<file path="src/design/sbsp_pkg.sv">
// ----------------------------------------------------------------------------
// sbsp_pkg
// shared constants for the servo bus status parser
// ----------------------------------------------------------------------------
package sbsp_pkg;

  // default depth of the parameter store
  localparam int MAX_PARAMS_DEF = 16;

  // frame header byte
  localparam logic [7:0] HDR_BYTE = 8'hFF;

  // timeout register reset value
  localparam logic [15:0] TIMEOUT_RESET = 16'd3;

  // input item kinds carried in in_tuser
  localparam logic [1:0] KIND_START = 2'd0;
  localparam logic [1:0] KIND_BYTE  = 2'd1;
  localparam logic [1:0] KIND_TICK  = 2'd2;

  // result outcome codes carried in out_tuser[0]
  localparam logic OUTCOME_FRAME   = 1'b0;
  localparam logic OUTCOME_TIMEOUT = 1'b1;

endpackage

</file>
<file path="src/design/sbsp_param_mem.sv">
// ----------------------------------------------------------------------------
// sbsp_param_mem
// parameter byte store, one write and one registered read per cycle
// ----------------------------------------------------------------------------
module sbsp_param_mem #(
  parameter int DEPTH = sbsp_pkg::MAX_PARAMS_DEF,
  parameter int AW    = (DEPTH > 1) ? $clog2(DEPTH) : 1
) (
  input  logic          clk,
  input  logic          we,
  input  logic [AW-1:0] waddr,
  input  logic [7:0]    wdata,
  input  logic [AW-1:0] raddr,
  output logic [7:0]    rdata
);

  logic [7:0] mem [DEPTH];
  logic [7:0] rdata_r;

  // write port
  always_ff @(posedge clk) begin
    if (we) begin
      mem[waddr] <= wdata;
    end
  end

  // registered read port
  always_ff @(posedge clk) begin
    rdata_r <= mem[raddr];
  end

  assign rdata = rdata_r;

endmodule

</file>
<file path="src/design/servo_bus_status_parser.sv">
// ----------------------------------------------------------------------------
// servo_bus_status_parser
// hunts received servo bus bytes for the status frame of one target id
// ----------------------------------------------------------------------------
// A start transaction arms the parser with a target id and a wanted
// parameter count; byte transactions are then taken one per cycle and run
// through the header hunt, and tick transactions count toward the timeout in
// cfg_data. Each input transaction is taken whenever the result register is
// free or being emptied in the same cycle. When a frame is accepted its
// wanted parameter bytes are read back from the parameter store one at a
// time through its single registered read port, and input is held off until
// the last byte is loaded into the result register. A timeout or a frame
// with no wanted bytes gives one result at once.
// ----------------------------------------------------------------------------
module servo_bus_status_parser #(
  parameter int MAX_PARAMS = sbsp_pkg::MAX_PARAMS_DEF
) (
  input  logic        clk,
  input  logic        rst_n,
  // input stream
  input  logic        in_tvalid,
  output logic        in_tready,
  input  logic [23:0] in_tdata,   // target_id[7:0], want_count[12:8], rx_byte[20:13]
  input  logic [1:0]  in_tuser,   // kind[1:0]
  // result stream
  output logic        out_tvalid,
  input  logic        out_tready,
  output logic [15:0] out_tdata,  // param_byte[7:0], param_index[11:8]
  output logic [1:0]  out_tuser,  // outcome[0], has_data[1]
  output logic        out_tlast,
  // timeout register write
  input  logic        cfg_valid,
  output logic        cfg_ready,
  input  logic [15:0] cfg_data
);

  localparam int AW = (MAX_PARAMS > 1) ? $clog2(MAX_PARAMS) : 1;
  localparam int CW = 8;

  // drain sequencer codes
  localparam logic [1:0] ST_RUN  = 2'd0;
  localparam logic [1:0] ST_READ = 2'd1;
  localparam logic [1:0] ST_EMIT = 2'd2;

  // hunt phase codes
  localparam logic [2:0] HP_FF1  = 3'd0;
  localparam logic [2:0] HP_FF2  = 3'd1;
  localparam logic [2:0] HP_ID   = 3'd2;
  localparam logic [2:0] HP_LEN  = 3'd3;
  localparam logic [2:0] HP_BODY = 3'd4;

  // input fields
  logic [1:0] kind;
  logic [7:0] target_id;
  logic [4:0] want_count;
  logic [7:0] rx_byte;

  assign kind       = in_tuser;
  assign target_id  = in_tdata[7:0];
  assign want_count = in_tdata[12:8];
  assign rx_byte    = in_tdata[20:13];

  logic [1:0]  state_r, state_nxt;
  logic        active_r, active_nxt;
  logic [2:0]  hunt_r, hunt_nxt;
  logic [7:0]  awaited_r, awaited_nxt;
  logic [4:0]  wanted_r, wanted_nxt;
  logic [7:0]  frame_id_r, frame_id_nxt;
  logic [7:0]  frame_len_r, frame_len_nxt;
  logic [7:0]  sum_r, sum_nxt;
  logic [7:0]  body_r, body_nxt;
  logic [15:0] tick_r, tick_nxt;
  logic [15:0] timeout_r;
  logic [4:0]  k_r, k_nxt;

  logic        out_valid_r, out_valid_nxt;
  logic        outcome_r, outcome_nxt;
  logic        has_data_r, has_data_nxt;
  logic [7:0]  pbyte_r, pbyte_nxt;
  logic [3:0]  pidx_r, pidx_nxt;
  logic        last_r, last_nxt;

  logic          mem_we;
  logic [AW-1:0] mem_waddr;
  logic [AW-1:0] mem_raddr;
  logic [7:0]    mem_rdata;

  logic        out_free;
  logic        in_acc;
  logic [16:0] tick_inc;
  logic [7:0]  body_m1;
  logic        frame_ok;

  assign out_free  = !out_valid_r || out_tready;
  assign in_tready = (state_r == ST_RUN) && out_free;
  assign in_acc    = in_tvalid && in_tready;
  assign cfg_ready = 1'b1;

  assign tick_inc  = {1'b0, tick_r} + 17'd1;
  assign body_m1   = body_r - 8'd1;
  assign frame_ok  = (frame_id_r == awaited_r) && (~sum_r == rx_byte) &&
                     (frame_len_r >= 8'd2) &&
                     ((frame_len_r - 8'd2) >= {3'b000, wanted_r});

  assign mem_waddr = AW'(body_m1);
  assign mem_raddr = AW'(k_r);

  // parameter byte store
  sbsp_param_mem #(
    .DEPTH (MAX_PARAMS),
    .AW    (AW)
  ) u_mem (
    .clk   (clk),
    .we    (mem_we),
    .waddr (mem_waddr),
    .wdata (rx_byte),
    .raddr (mem_raddr),
    .rdata (mem_rdata)
  );

  // next state of hunt, timeout and drain
  always_comb begin
    state_nxt     = state_r;
    active_nxt    = active_r;
    hunt_nxt      = hunt_r;
    awaited_nxt   = awaited_r;
    wanted_nxt    = wanted_r;
    frame_id_nxt  = frame_id_r;
    frame_len_nxt = frame_len_r;
    sum_nxt       = sum_r;
    body_nxt      = body_r;
    tick_nxt      = tick_r;
    k_nxt         = k_r;
    out_valid_nxt = out_valid_r && !out_tready;
    outcome_nxt   = outcome_r;
    has_data_nxt  = has_data_r;
    pbyte_nxt     = pbyte_r;
    pidx_nxt      = pidx_r;
    last_nxt      = last_r;
    mem_we        = 1'b0;

    unique case (state_r)
      ST_RUN: begin
        if (in_acc) begin
          case (kind)
            sbsp_pkg::KIND_START: begin
              active_nxt    = 1'b1;
              hunt_nxt      = HP_FF1;
              awaited_nxt   = target_id;
              if ({3'b000, want_count} > CW'(MAX_PARAMS)) begin
                wanted_nxt = 5'(MAX_PARAMS);
              end else begin
                wanted_nxt = want_count;
              end
              frame_id_nxt  = 8'd0;
              frame_len_nxt = 8'd0;
              sum_nxt       = 8'd0;
              body_nxt      = 8'd0;
              tick_nxt      = 16'd0;
            end
            sbsp_pkg::KIND_BYTE: begin
              if (active_r) begin
                unique case (hunt_r)
                  HP_FF1: hunt_nxt = (rx_byte == sbsp_pkg::HDR_BYTE) ? HP_FF2 : HP_FF1;
                  HP_FF2: hunt_nxt = (rx_byte == sbsp_pkg::HDR_BYTE) ? HP_ID : HP_FF1;
                  HP_ID: begin
                    if (rx_byte != sbsp_pkg::HDR_BYTE) begin
                      frame_id_nxt = rx_byte;
                      sum_nxt      = rx_byte;
                      hunt_nxt     = HP_LEN;
                    end
                  end
                  HP_LEN: begin
                    frame_len_nxt = rx_byte;
                    sum_nxt       = sum_r + rx_byte;
                    body_nxt      = 8'd0;
                    hunt_nxt      = (rx_byte == 8'd0) ? HP_FF1 : HP_BODY;
                  end
                  default: begin
                    if ({1'b0, body_r} + 9'd1 < {1'b0, frame_len_r}) begin
                      // body byte: error byte first, then parameters
                      sum_nxt  = sum_r + rx_byte;
                      mem_we   = (body_r != 8'd0) &&
                                 ({1'b0, body_m1} < 9'(MAX_PARAMS));
                      body_nxt = body_r + 8'd1;
                    end else begin
                      // checksum byte
                      hunt_nxt = HP_FF1;
                      if (frame_ok) begin
                        active_nxt = 1'b0;
                        if (wanted_r == 5'd0) begin
                          out_valid_nxt = 1'b1;
                          outcome_nxt   = sbsp_pkg::OUTCOME_FRAME;
                          has_data_nxt  = 1'b0;
                          pbyte_nxt     = 8'd0;
                          pidx_nxt      = 4'd0;
                          last_nxt      = 1'b1;
                        end else begin
                          k_nxt     = 5'd0;
                          state_nxt = ST_READ;
                        end
                      end
                    end
                  end
                endcase
              end
            end
            sbsp_pkg::KIND_TICK: begin
              if (active_r) begin
                if (tick_inc >= {1'b0, timeout_r}) begin
                  active_nxt    = 1'b0;
                  hunt_nxt      = HP_FF1;
                  tick_nxt      = 16'd0;
                  out_valid_nxt = 1'b1;
                  outcome_nxt   = sbsp_pkg::OUTCOME_TIMEOUT;
                  has_data_nxt  = 1'b0;
                  pbyte_nxt     = 8'd0;
                  pidx_nxt      = 4'd0;
                  last_nxt      = 1'b1;
                end else begin
                  tick_nxt = tick_inc[15:0];
                end
              end
            end
            default: begin
            end
          endcase
        end
      end
      ST_READ: begin
        // store read in flight for entry k
        state_nxt = ST_EMIT;
      end
      ST_EMIT: begin
        if (out_free) begin
          out_valid_nxt = 1'b1;
          outcome_nxt   = sbsp_pkg::OUTCOME_FRAME;
          has_data_nxt  = 1'b1;
          pbyte_nxt     = mem_rdata;
          pidx_nxt      = k_r[3:0];
          last_nxt      = (k_r + 5'd1 == wanted_r);
          if (k_r + 5'd1 == wanted_r) begin
            state_nxt = ST_RUN;
          end else begin
            k_nxt     = k_r + 5'd1;
            state_nxt = ST_READ;
          end
        end
      end
      default: state_nxt = ST_RUN;
    endcase
  end

  // control registers
  always_ff @(posedge clk) begin
    if (!rst_n) begin
      state_r     <= ST_RUN;
      active_r    <= 1'b0;
      hunt_r      <= HP_FF1;
      awaited_r   <= 8'd0;
      wanted_r    <= 5'd0;
      frame_id_r  <= 8'd0;
      frame_len_r <= 8'd0;
      sum_r       <= 8'd0;
      body_r      <= 8'd0;
      tick_r      <= 16'd0;
      k_r         <= 5'd0;
      out_valid_r <= 1'b0;
    end else begin
      state_r     <= state_nxt;
      active_r    <= active_nxt;
      hunt_r      <= hunt_nxt;
      awaited_r   <= awaited_nxt;
      wanted_r    <= wanted_nxt;
      frame_id_r  <= frame_id_nxt;
      frame_len_r <= frame_len_nxt;
      sum_r       <= sum_nxt;
      body_r      <= body_nxt;
      tick_r      <= tick_nxt;
      k_r         <= k_nxt;
      out_valid_r <= out_valid_nxt;
    end
  end

  // timeout register write
  always_ff @(posedge clk) begin
    if (!rst_n) begin
      timeout_r <= sbsp_pkg::TIMEOUT_RESET;
    end else if (cfg_valid && cfg_ready) begin
      timeout_r <= cfg_data;
    end
  end

  // result payload
  always_ff @(posedge clk) begin
    outcome_r  <= outcome_nxt;
    has_data_r <= has_data_nxt;
    pbyte_r    <= pbyte_nxt;
    pidx_r     <= pidx_nxt;
    last_r     <= last_nxt;
  end

  assign out_tvalid = out_valid_r;
  assign out_tdata  = {4'b0000, pidx_r, pbyte_r};
  assign out_tuser  = {has_data_r, outcome_r};
  assign out_tlast  = last_r;

endmodule

</file>
<file path="config.mk">
export PLATFORM = sky130hd
export DESIGN_NAME = servo_bus_status_parser
export DESIGN_NICKNAME = d
export VERILOG_FILES = /design/src/design/sbsp_pkg.sv /design/src/design/sbsp_param_mem.sv /design/src/design/servo_bus_status_parser.sv
export SDC_FILE = /design/constraint.sdc
export NUM_CORES = 1
export LEC_CHECK = 0
export ABC_AREA = 1
export CORE_UTILIZATION = 60
export CTS_BUF_LIST = sky130_fd_sc_hd__clkbuf_4
export DETAILED_ROUTE_END_ITERATION = 8
export DONT_BUFFER_PORTS = 1
export PLACE_DENSITY = 0.78
export SYNTH_ARGS = -nofsm -noshare
export SYNTH_HDL_FRONTEND = slang
export SYNTH_HIERARCHICAL = 1
export SYNTH_SLANG_ARGS = --single-unit
</file>
<file path="constraint.sdc">
create_clock -name clk -period 4.95 [get_ports clk]
set_input_delay 0.2475 -clock clk [delete_from_list [all_inputs] [get_ports clk]]
set_output_delay 0.2475 -clock clk [all_outputs]
set_load 0.01 [all_outputs]
</file>
; ---- After elaboration in Yosys (flattened, before gate mapping)
; Memories as Yosys holds them, arrays and structs flattened. A register that Yosys moved wholly into a read port is not among the register bits.
; Cells that the tools add are included.
[classes]
n_addsub = 7
n_mul = 0
div_mod_pow = 0
order_cmp = 6
eq_ne = 41
n_shift = 0
n_mux = 123
n_bitwise = 1
n_reduce_logical = 34
[ops]
columns = operator, count
row1 = $mux 8, 18
row2 = $pmux 8 s2, 7
row3 = $mux 5, 10
row4 = $mux 1, 45
row5 = $mux 4, 9
row6 = $mux 16, 2
row7 = $ne 2x2->1 const B, 16
row8 = $pmux 16 s2, 1
row9 = $ne 3x3->1 const B, 9
row10 = $pmux 8 s3, 1
row11 = $mux 2, 9
row12 = $mux 3, 6
row13 = $add 16x1->17 const B, 1
row14 = $ge 17x16->1, 1
row15 = $eq 8x8->1, 2
row16 = $pmux 1 s2, 8
row17 = $pmux 4 s2, 2
row18 = $reduce_and 8->1, 2
row19 = $pmux 3 s4, 1
row20 = $reduce_and 6->1, 2
row21 = $reduce_and 11->1, 1
row22 = $pmux 5 s2, 1
row23 = $reduce_and 10->1, 1
row24 = $add 8x1->9 const B, 1
row25 = 42 further kinds, 56
[word_totals]
regBits = 104
latch_bits = 0
ramBits = 128
mem_bits_ro = 0
in_bits = 47
output_inout_bits = 22
memories = 1
[memory_table]
columns = name, words, word_bits, read_ports, rd_clocked_by_memory_dff, wr, line
row1 = u_mem.mem, 16, 8, 1, 1, 1, sbsp_param_mem.sv:17  ; logic [7:0] mem [DEPTH];

; ---- Longest topological paths before layout
; Gate-level depths: netlist (run 1).
[logic_depth]
word_depth = 12
mapped_depth = 24

; ---- Hierarchy
; Netlist (run 1), hierarchy kept.
[by_module_without_submodules]
columns = module, n_inst, cells_per_inst, area_each_um2, seq_area_each_um2
row1 = servo_bus_status_parser, 1, 900, 6421.2, 2232.1
row2 = sbsp_param_mem, 1, 551, 5766.8, 4003.8

; ---- Worst setup path after synthesis (run 1)
; No wires, ideal clock.
[synth_timing]
path_type = register -> register
startpoint = reg body_r[0]
endpoint = mem u_mem.mem[12][0], enable pin
setup_ps = 370
arrival_ps = 3115
required_time_ps = 4580
setup_slack_ps = 1465
path_stages_with_launch = 14
path_buffers = 0
period_less_slack_ps = 3485
cell_sequence = dfxtp_1 > ha_1 > nand2_1 > nor3_1 > xor2_1 > ha_1 > a21o_1 > nand3_1 > nand2_1 > nor2_2 > nand2_2 > a2111oi_0 > nand3_1 > nor2_1
[synth_via]
elab_chain_cells = 11
word_cells_on_any_way = 14
classes_between = add/sub (2) / order compare (2) / mux (8) / reduce/logical (2)
[synth_lines]
columns = element, line
row1 = start: declaration, servo_bus_status_parser.sv:71  ; logic [7:0] body_r, body_nxt;
row2 = start signal: assignment, servo_bus_status_parser.sv:278  ; body_r <= body_nxt;
row3 = $sub 8x1->8, servo_bus_status_parser.sv:100  ; assign body_m1 = body_r - 8'd1;
row4 = $lt 8x5->1, servo_bus_status_parser.sv:184  ; ({1'b0, body_m1} < 9'(MAX_PARAMS));
row5 = $logic_and 1x1->1, servo_bus_status_parser.sv:183  ; mem_we = (body_r != 8'd0) &&
row6 = $mux 1 (*), servo_bus_status_parser.sv:180  ; if ({1'b0, body_r} + 9'd1 < {1'b0, frame_len_r}) begin
row7 = $mux 1 (*), servo_bus_status_parser.sv:163  ; unique case (hunt_r)
row8 = $mux 1 (*), servo_bus_status_parser.sv:162  ; if (active_r) begin
row9 = $mux 1 (*), servo_bus_status_parser.sv:145  ; case (kind)
row10 = $mux 1 (*), servo_bus_status_parser.sv:144  ; if (in_acc) begin
row11 = $mux 1 (*), servo_bus_status_parser.sv:142  ; unique case (state_r)
row12 = net mem_we, servo_bus_status_parser.sv:83  ; logic mem_we;
row13 = $mux 1 (*), sbsp_param_mem.sv:22  ; if (we) begin
row14 = $mux 1 (not written as such) (*), sbsp_param_mem.sv:23  ; mem[waddr] <= wdata;
row15 = end: declaration, sbsp_param_mem.sv:17
; Mark *: on every way through the listed nets, which the timed path passes. The rest lies on a longest branch.

; ---- Worst setup path after layout (run 1)
[layout_timing]
startpoint = reg body_r[0]
endpoint = mem u_mem.mem[11][1], enable pin
; Same word-level chain as after synthesis.

==> results.json, run 1 <==
{
  "rsz0062_at_grt": "false",
  "cts_root_buf": "clkbuf_4",
  "first_pass_iters": 5,
  "synth_top_flop_cell": "edfxtp_1",
  "grt_max_degree": 67,
  "hp-start": "in_tdata[13]",
  "r2r-end": "u_mem/mem[11][1]",
  "row_count": 51,
  "leakage_uw": 0.00595,
  "grt_pass1_wl_um": 45200,
  "io_buffers": 0,
  "start_util": 0.618,
  "h-tree-depth": 2,
  "timing.rr.start": "body_r[0]",
  "cp-start-kind": "flop",
  "worstSetupPathType": "reg2reg",
  "dieArea_um2": 20900,
  "hold_violations": 0,
  "track_usage": 0.284,
  "p_sw_frac": 0.247,
  "peakVddDrop_uv": 206,
  "async_reset_ff_frac": 0,
  "antenna_found_initial": 1,
  "synthTopCellsByArea": "edfxtp_1 35%, dfxtp_1 16%, nand2_1 11%",
  "gp_congestion": 0.913,
  "setup_viol": 0,
  "synth_cells": 1451,
  "clkTransAtPathRegs_ns": 0.06,
  "dp_slack_ns": 1.09,
  "cp-end-kind": "flop",
  "fp.dieW_um": 145,
  "power_per_cell_area_nw_per_um2": 315,
  "syn_area_um2": 12200,
  "drv_slew": 0,
  "dpl.hpwl_um": 17600,
  "max_slew_margin": 0.254,
  "worst_slack_ns": 1.07,
  "vias": 9774,
  "gr-total-overflow": 0,
  "multiInputGateArea_um2": 4680,
  "yosysSeqAreaShare": 0.512,
  "clock_sinks": 240,
  "placed_cell_area_um2": 12200,
  "syn_to_final_growth_pct": 10.9,
  "cts_made_buffers": 59,
  "grt_pass1_vias": 9095,
  "min_period_ns": 3.88,
  "layout-drive-gt1-share": 0.0929,
  "ant_nets": 0,
  "core_region_area_um2": 19700,
  "clk_latency_ns": 0.70,
  "seq_area_um2": 6240,
  "ys_ff_latch": 240,
  "drt_wl_total_um": 28700,
  "whs_path_depth": 3,
  "syn_area_per_cell_um2": 8.40,
  "worstPathArrival_ns": 4.18,
  "synth_top_area_share": 0.352,
  "die_y_um": 145,
  "final.period_utilization": 0.784,
  "p_sw_uw": 1050,
  "yosysWarnings": 6,
  "synth_top_area_cell": "edfxtp_1",
  "skew_ns": 0.0385,
  "final_nets": 1605,
  "drv_cap": 0,
  "cts_resized": 0,
  "synth_most_common_cell": "nand2_1",
  "drc_errors": 0,
  "synth_edf_count": 143,
  "clock_path_buffers": 3,
  "vias_per_cell": 5.35,
  "post_cts_buffers": 0,
  "r2r_slack_ns": 1.07,
  "hold_slack_ns": 0.0544,
  "drt_iter0_markers": 714,
  "combPwrFrac": 0.089,
  "fin_area_um2": 13500,
  "reg2reg_depth": 14,
  "pwr-share-seq": 0.511,
  "cts_tree": "done",
  "power.internal_uw": 3200,
  "holdBufCountCts": 48,
  "clkPwrFrac": 0.400,
  "tightest_slew_ns": 1.12,
  "fin_util": 0.685,
  "fmax_mhz": 258,
  "status": "complete, no violations",
  "synth.distinct_cells": 54,
  "num_io_pins": 69,
  "hold_end": "sum_r[0]",
  "path_max_fanout": 8,
  "crit_required_ns": 5.25,
  "hold_class": "in2reg",
  "wl_per_cell_um": 15.7,
  "synth_common_cells": "361 x nand2_1, 235 x inv_1, 143 x edfxtp_1",
  "fin_setup_tns_ns": 0,
  "fillers": 1534
}
-- registers in the layout (all words and copies together) (netlist names), 2 cells and up --
register,count
awaited_r,8
frame_len_r,8
timeout_r,16
u_mem/rdata,8
k_r,5
tick_r,16
state_r,2
u_mem/mem,128
frame_id_r,8
hunt_r,3
body_r,8
pbyte_r,8
wanted_r,5
sum_r,8
pidx_r,4
-- layer usage --
layer  track usage  wire length (um)  vias to the layer above
li1              -                 -                     4852
met1         0.363             12000                     4457
met2         0.468             13500                      395
met3        0.0474              2150                       70
met4         0.139              1060                        0
met5             0                 0                        -
-- power groups by stage --
| stage | combinational [uW] | clock, uW | sequential (uW) |
|---|---|---|---|
| after CTS | 370 | 1730 | 2170 |
| final | 378 | 1700 | 2170 |
| after global routing | 426 | 1830 | 2180 |
| after floorplan | 259 | 0 | 2210 |
| after global placement | 301 | 0 | 2220 |
| after detailed placement | 309 | 0 | 2220 |
-- critical path, stage by stage (launching register included) --
cell and delay (ns):
dfxtp_1 0.42, ha_1 0.22, nand2_1 0.09, nor3_1 0.26, xor2_1 0.23, ha_1 0.28, a21o_1 0.19, nand3_1 0.08
nand2_1 0.06, nor2_2 0.11, nand2_2 0.11, a2111oi_0 0.41, buf_4 0.21, nand3b_1 0.18, nor2_1 0.64
-- final cells by class --
| cell class | count | area share |
|---|---|---|
| multi-input cells | 911 | 0.347 |
| flip-flops and latches | 240 | 0.462 |
| clock buffers | 89 | 0.0494 |
| clock inverters | 19 | 0.00944 |
| inverters | 247 | 0.0686 |
| repair buffers | 54 | 0.0396 |
| diodes | 1 | 0.000185 |
| well taps | 265 | 0.0245 |
-- cells in the final DEF (no fill, tap or decap), drive strengths merged, types with 2 or more instances in the layout --
cell	count
conb	5
buf	7
nor2	112
nand2	367
ha	44
xnor2	9
bufinv	2
o22ai	5
o21ai	48
dlygate4sd3	47
nor4	4
nor3	9
xor2	24
o211ai	2
a21oi	94
nand3b	4
or2	3
nand4	17
nand3	141
edfxtp	143
clkbuf	89
a211oi	8
inv	247
o41ai	2
clkinv	16
dfxtp	97
-- how the worst max path moves through the flow --
stage,slack [ns],startpoint,depth (start not counted),end
floorplan,1.46,body_r[0],13,u_mem/mem[12][0]
global placement,1.17,body_r[0],14,u_mem/mem[7][7]
detailed placement,1.09,body_r[0],14,u_mem/mem[5][3]
CTS,1.10,body_r[0],14,u_mem/mem[5][5]
global route,0.59,body_r[2],18,u_mem/mem[4][6]
finish,1.07,body_r[0],14,u_mem/mem[11][1]
-- cells by family after synthesis --
logic type / synth area share
AO/OA/AOI/OAI: 0.0784
XOR/XNOR: 0.0237
adder cells (fa/ha/maj): 0.0468
buffers and inverters: 0.105
flip-flops: 0.512
other: 0.000616
AND/OR/NAND/NOR: 0.234
-- per-stage QoR --
step,power (uW),std cells
detailed placement,2530,1669
CTS,4270,1825
floorplan,2470,1454
global route,4430,1826
finish,4250,1826
global placement,2520,1669
(Power assumes the default switching activity.)
==> run 2: changes to the inputs <==
--- a/config.mk
+++ b/config.mk
@@ -10,7 +10,7 @@
 export CTS_BUF_LIST = sky130_fd_sc_hd__clkbuf_4
 export DETAILED_ROUTE_END_ITERATION = 8
 export DONT_BUFFER_PORTS = 1
-export PLACE_DENSITY = 0.78
+export PLACE_DENSITY = 0.81
 export SYNTH_ARGS = -nofsm -noshare
 export SYNTH_HDL_FRONTEND = slang
 export SYNTH_HIERARCHICAL = 1
==> constraint.sdc (replaced) <==
create_clock -name clk -period 3.3 [get_ports clk]
set_input_delay 0.165 -clock clk [delete_from_list [all_inputs] [get_ports clk]]
set_output_delay 0.165 -clock clk [all_outputs]
set_load 0.01 [all_outputs]
==> run 2 against run 1 <==
First-iteration DRC count grew 34%; non-clock buffer count grew 37; design area grew 3.4%; critical path type unchanged; sequential power grew 50%; critical endpoint is now pbyte_r[2]; wire length grew 9.2%; largest power group unchanged; core utilization grew 2.3 points; combinational power grew 62%; worst hold slack lost 0.0096 ns; clock skew grew 0.018 ns; the flow now finishes with violations (negative setup slack); die area is the same; via count grew 5.5%; largest cell class unchanged.
==> results.json, run 2 (synthesis gave the netlist of run 1 again) <==
{
  "track_usage": 0.299,
  "ant_nets": 0,
  "cts_made_buffers": 61,
  "grt_pass1_vias": 9912,
  "gr-total-overflow": 0,
  "drv_cap": 0,
  "drt_wl_total_um": 31300,
  "fp.dieW_um": 145,
  "clkTransAtPathRegs_ns": 0.06,
  "critical_path.top_delay_family": "simple AND/OR/NAND/NOR gates",
  "cts_root_buf": "clkbuf_4",
  "largest-register": "u_mem/mem",
  "rsz0062_at_grt": "true",
  "worstSetupPathType": "reg2reg",
  "setup_viol": 25,
  "skew_ns": 0.0565,
  "hold_class": "in2reg",
  "antenna_found_initial": 2,
  "first_pass_iters": 5,
  "peakVddDrop_uv": 265,
  "reg2reg_depth": 17,
  "cp-start-kind": "flop",
  "critPathBufInv": 3,
  "grt_pass1_wl_um": 47700,
  "start_util": 0.618,
  "cp_slowest_cell": "nor4_1",
  "clk_latency_ns": 0.71,
  "final.period_utilization": 1.04,
  "syn_to_final_growth_pct": 14.6,
  "cp-end-kind": "flop",
  "fmax_mhz": 291,
  "largestRegisters": "u_mem/mem x128, tick_r x16, timeout_r x16",
  "worstPathArrival_ns": 3.92,
  "path_depth": 17,
  "io_buffers": 0,
  "die_y_um": 145,
  "num_io_pins": 69,
  "drv_slew": 0,
  "dieArea_um2": 20900,
  "hold_violations": 0,
  "row_count": 51,
  "crit_path_max_incr_delay_ns": 0.45,
  "fin_setup_tns_ns": -2.24,
  "crit_required_ns": 3.78,
  "layout-drive-gt1-share": 0.132,
  "dpl.hpwl_um": 18200,
  "final_nets": 1644,
  "min_period_ns": 3.44,
  "largest_reg_flops": 128,
  "violations": "negative setup slack",
  "max_slew_margin": 0.228,
  "whs_path_depth": 5,
  "layout_common_cells": "356 x nand2_1, 235 x inv_1, 143 x edfxtp_1, 137 x nand3_1, 90 x a21oi_1",
  "drt_iter0_markers": 955,
  "h-tree-depth": 2,
  "crit_chain": "nand2_1, nor2_2, nand3_2, nor2_2, inv_1, nor4_1, xnor2_1, inv_1, ha_1, and3b_1, nand4_1, o21ai_2, nor2_2, nand3_4, o211ai_1, nor2_4, clkbuf_16",
  "grt_max_degree": 65,
  "vias_per_cell": 5.52,
  "tightest_slew_ns": 1.16,
  "final_common_cell": "nand2_1",
  "wl_per_cell_um": 16.8,
  "worst_slack_ns": -0.141,
  "fin_area_um2": 14000,
  "path_max_fanout": 7,
  "placed_cell_area_um2": 12400,
  "crit_path_frequent_cell": "nor2_2",
  "status": "finished with violations",
  "drc_errors": 0,
  "clock_path_buffers": 3,
  "vias": 10313,
  "core_region_area_um2": 19700,
  "cts_tree": "done",
  "clock_sinks": 240,
  "power_per_cell_area_nw_per_um2": 449,
  "leakage_uw": 0.00616,
  "gp_congestion": 0.891
}
-- run 2: area by class of cell --
class / count / area [um^2]
antenna: 2 / 5.00
clock buffer: 83 / 623
clock inverter: 28 / 123
fill: 1406 / 5750
inverter: 247 / 927
multi-input combinational: 911 / 4830
sequential: 240 / 6260
tap: 265 / 332
timing repair buffer: 91 / 872
-- run 2: worst register-to-register path, stage by stage, from the launching register on --
cell	delay (ns)
dfxtp_4	0.38
nand2_1	0.09
nor2_2	0.16
nand3_2	0.10
nor2_2	0.15
inv_1	0.09
nor4_1	0.45
xnor2_1	0.19
inv_1	0.08
ha_1	0.31
and3b_1	0.19
nand4_1	0.11
o21ai_2	0.07
nor2_2	0.16
nand3_4	0.09
o211ai_1	0.30
nor2_4	0.12
clkbuf_16	0.18
-- run 2: worst paths after layout --
check / startpoint / to / slack [ns]
max: tick_r[2] / pbyte_r[2] / -0.14
min: in_tuser[0] / hunt_r[2] / 0.04
max reg2reg: tick_r[2] / pbyte_r[2] / -0.14
min reg2reg: frame_id_r[2] / frame_id_r[2] / 0.46
-- run 2: repair_timing --
action                                  in CTS  in global routing
cloned                                       0                  1
pin swaps                                    0                 18
gates resized for setup                      1                 46
setup buffers                                0                 12
endpoints found under the hold margin      197                  0
hold buffers                                50                  0
endpoints found under the setup margin      62                163
-- run 2: stage by stage --
stage	utilization	total power, uW	cells	worst slack, ns	hold slack (ns)
floorplan	-	3700	1454	-0.0561	0.264
global placement	0.630	3780	1691	0.0308	0.253
CTS	0.694	6260	1852	0.0119	0.000490
global route	0.709	6530	1867	-0.191	0.0433
detailed placement	0.630	3800	1691	-0.0611	0.262
finish	0.709	6270	1867	-0.141	0.0448
-- run 2: layer usage --
| layer | vias up | part of all wire | global-route usage |
|---|---|---|---|
| met5 | - | 0 | 0 |
| met3 | 119 | 0.089 | 0.0579 |
| met2 | 529 | 0.49 | 0.515 |
| met1 | 4740 | 0.38 | 0.354 |
| li1 | 4925 | - | - |
| met4 | 0 | 0.039 | 0.155 |
-- run 2: report_power, final --
group | internal [uW] | switching [uW] | leakage, uW
Combinational | 216 | 396 | 0.00364
Sequential | 3220 | 37.7 | 0.00209
Clock | 1180 | 1230 | 0.000432
==> run 3: changes to the inputs <==
--- a/config.mk
+++ b/config.mk
@@ -6,10 +6,12 @@
 export NUM_CORES = 1
 export LEC_CHECK = 0
 export ABC_AREA = 1
+export CORE_MARGIN = 2
 export CORE_UTILIZATION = 60
 export CTS_BUF_LIST = sky130_fd_sc_hd__clkbuf_4
 export DETAILED_ROUTE_END_ITERATION = 8
 export DONT_BUFFER_PORTS = 1
+export GPL_TIMING_DRIVEN = 1
 export PLACE_DENSITY = 0.81
 export SYNTH_ARGS = -nofsm -noshare
 export SYNTH_HDL_FRONTEND = slang
==> constraint.sdc (replaced) <==
create_clock -name clk -period 3.15 [get_ports clk]
set_input_delay 0.1575 -clock clk [delete_from_list [all_inputs] [get_ports clk]]
set_output_delay 0.1575 -clock clk [all_outputs]
set_load 0.01 [all_outputs]
==> run 3 against run 2 <==
The run still ends with negative setup slack left; worst setup slack better by 0.13 ns; sequential power increased by 5%; first-iteration DRC count is 13% lower; non-clock buffer count increased by 12; power increased by 4.7%; register-to-register slack improved by 0.13 ns; design area grew 1.9%; core utilization fell by 0.062 points; via count is 1.7% lower; critical path depth increased by 4; sequential cell count is the same; die area rose by 2.8%; critical path type unchanged; largest cell class unchanged.
==> results.json, run 3 (synthesis gave the netlist of run 1 again) <==
{
  "cts_root_buf": "clkbuf_4",
  "largest_reg_flops": 128,
  "core_region_area_um2": 20100,
  "crit_chain": "ha_4, nand2_4, nor2_4, nand3_2, nor2_4, nand3_2, xnor2_2, ha_1, nand2_1, nand2_1, nand2_1, nand2_1, a21oi_2, nand2_2, nand2_1, nand2_1, nand2_2, nand3_4, o211ai_1, nor2_4, clkbuf_16",
  "fillers": 1450,
  "crit_required_ns": 3.61,
  "layout_common_cells": "349 x nand2_1, 231 x inv_1, 143 x edfxtp_1, 134 x nand3_1, 90 x dfxtp_1",
  "path_max_fanout": 7,
  "rsz0062_at_grt": "true",
  "gp_congestion": 0.896,
  "crit_path_frequent_cell": "nand2_1",
  "drt_iter0_markers": 834,
  "first_pass_iters": 6,
  "timing.rr.start": "tick_r[1]",
  "status": "finished with violations",
  "vias_per_cell": 5.39,
  "seq_area_um2": 6260,
  "hold_slack_ns": 0.0251,
  "worstPathArrival_ns": 3.62,
  "setup_viol": 6,
  "wl_per_cell_um": 16.2,
  "antenna_found_initial": 2,
  "clock_path_buffers": 3,
  "r2r-end": "pidx_r[3]",
  "leakage_uw": 0.00625,
  "cp-end-kind": "flop",
  "violations": "negative setup slack",
  "dieArea_um2": 21500,
  "hold_class": "in2reg",
  "placed_cell_area_um2": 12600,
  "grt_max_degree": 52,
  "cts_tree": "done",
  "die_y_um": 147,
  "drv_slew": 0,
  "tightest_slew_ns": 1.06,
  "layout-drive-gt1-share": 0.163,
  "worstSetupPathType": "reg2reg",
  "reg2reg_depth": 21,
  "grt_pass1_wl_um": 47900,
  "drt_wl_total_um": 30500,
  "track_usage": 0.280,
  "num_io_pins": 69,
  "final.period_utilization": 1.00,
  "clk_latency_ns": 0.71,
  "ant_nets": 0,
  "start_util": 0.606,
  "row_count": 52,
  "crit_end": "pidx_r[3]",
  "fp.dieW_um": 147,
  "peakVddDrop_uv": 351,
  "worst_slack_ns": -0.0104,
  "vias": 10133,
  "largest-register": "u_mem/mem",
  "crit_start": "tick_r[1]",
  "dpl.hpwl_um": 18600,
  "fin_area_um2": 14200,
  "syn_to_final_growth_pct": 16.8,
  "fmax_mhz": 316,
  "cp_slowest_cell": "dfxtp_4",
  "drv_cap": 0,
  "grt_pass1_vias": 9805,
  "largestRegisters": "u_mem/mem x128, tick_r x16, timeout_r x16",
  "final_common_cell": "nand2_1",
  "r2r_slack_ns": -0.01,
  "max_slew_margin": 0.288,
  "drc_errors": 0,
  "h-tree-depth": 2,
  "power_per_cell_area_nw_per_um2": 461,
  "final_nets": 1654,
  "crit_path_max_incr_delay_ns": 0.37,
  "cp-start-kind": "flop",
  "clkTransAtPathRegs_ns": 0.07,
  "cts_made_buffers": 58,
  "gr-total-overflow": 0,
  "io_buffers": 0,
  "clock_sinks": 240,
  "skew_ns": 0.0439,
  "hold_violations": 0,
  "min_period_ns": 3.16,
  "whs_path_depth": 5,
  "diodes": 0,
  "multiInputGateArea_um2": 5010
}
## run 3: cell count changes in the layout (fill, tap and decap cells not counted), sizes merged
cell / delta
nor2: +1
clkinvlp: -2
buf: +12
diode: -2
clkinv: -1
## run 3: cell type report
| class | instances | area share |
|---|---|---|
| sequential | 240 | 0.440 |
| multi-input combinational | 912 | 0.352 |
| inverter | 247 | 0.0651 |
| timing repair buffer | 103 | 0.0685 |
| clock inverter | 25 | 0.00756 |
| clock buffer | 83 | 0.0438 |
| tap | 270 | 0.0237 |
## run 3: routing by layer
layer,share of wire,track usage,vias up
met5,0,0,-
met4,0.038,0.121,0
met3,0.071,0.0500,86
met2,0.49,0.484,404
met1,0.40,0.347,4705
li1,-,-,4938
## run 3: what timing repair did
action                                  in CTS  in global routing
gates resized for setup                      8                 66
endpoints found under the hold margin      213                  0
pin swaps                                    4                 30
hold buffers                                50                  0
buffers inserted                             1                  5
gates cloned                                 0                  2
endpoints found under the setup margin     141                164
## run 3: worst max-delay path: cells and delay by family (launching register included)
family,cells,cell delay (ns)
flops,1,0.37
buf+inv,1,0.17
fa+ha+maj,2,0.49
xor+xnor,1,0.16
compound gates,2,0.42
simple gates,15,1.32
## run 3: how the worst min path moves through the flow
stage,start,end,slack [ns]
2_1_floorplan,in_tdata[13],u_mem/mem[0][0],0.26
3_3_place_gp,rst_n,timeout_r[0],0.25
3_5_place_dp,rst_n,timeout_r[0],0.25
4_1_cts,in_tuser[1],out_tvalid,0.002
5_1_grt,in_tuser[1],out_tvalid,0.03
6_report,in_tuser[1],out_tvalid,0.03
## run 3: through the flow
step	worst slack, ns	utilization	std cells	power, uW	setup TNS (ns)
finish	-0.0104	0.708	1880	6570	-0.0542
global route	-0.192	0.708	1880	6870	-6.21
CTS	0.00847	0.691	1873	6560	0
detailed placement	-0.0999	0.628	1714	3990	-7.44
global placement	-0.0658	0.628	1714	3980	-3.54
floorplan	0.0221	-	1454	3890	0
## run 3: report_power, final
part           internal (uW)  total [uW]  switching (uW)
combinational            242         676             433
sequential              3370        3410            39.2
clock                   1220        2480            1250
total                   4840        6570            1730
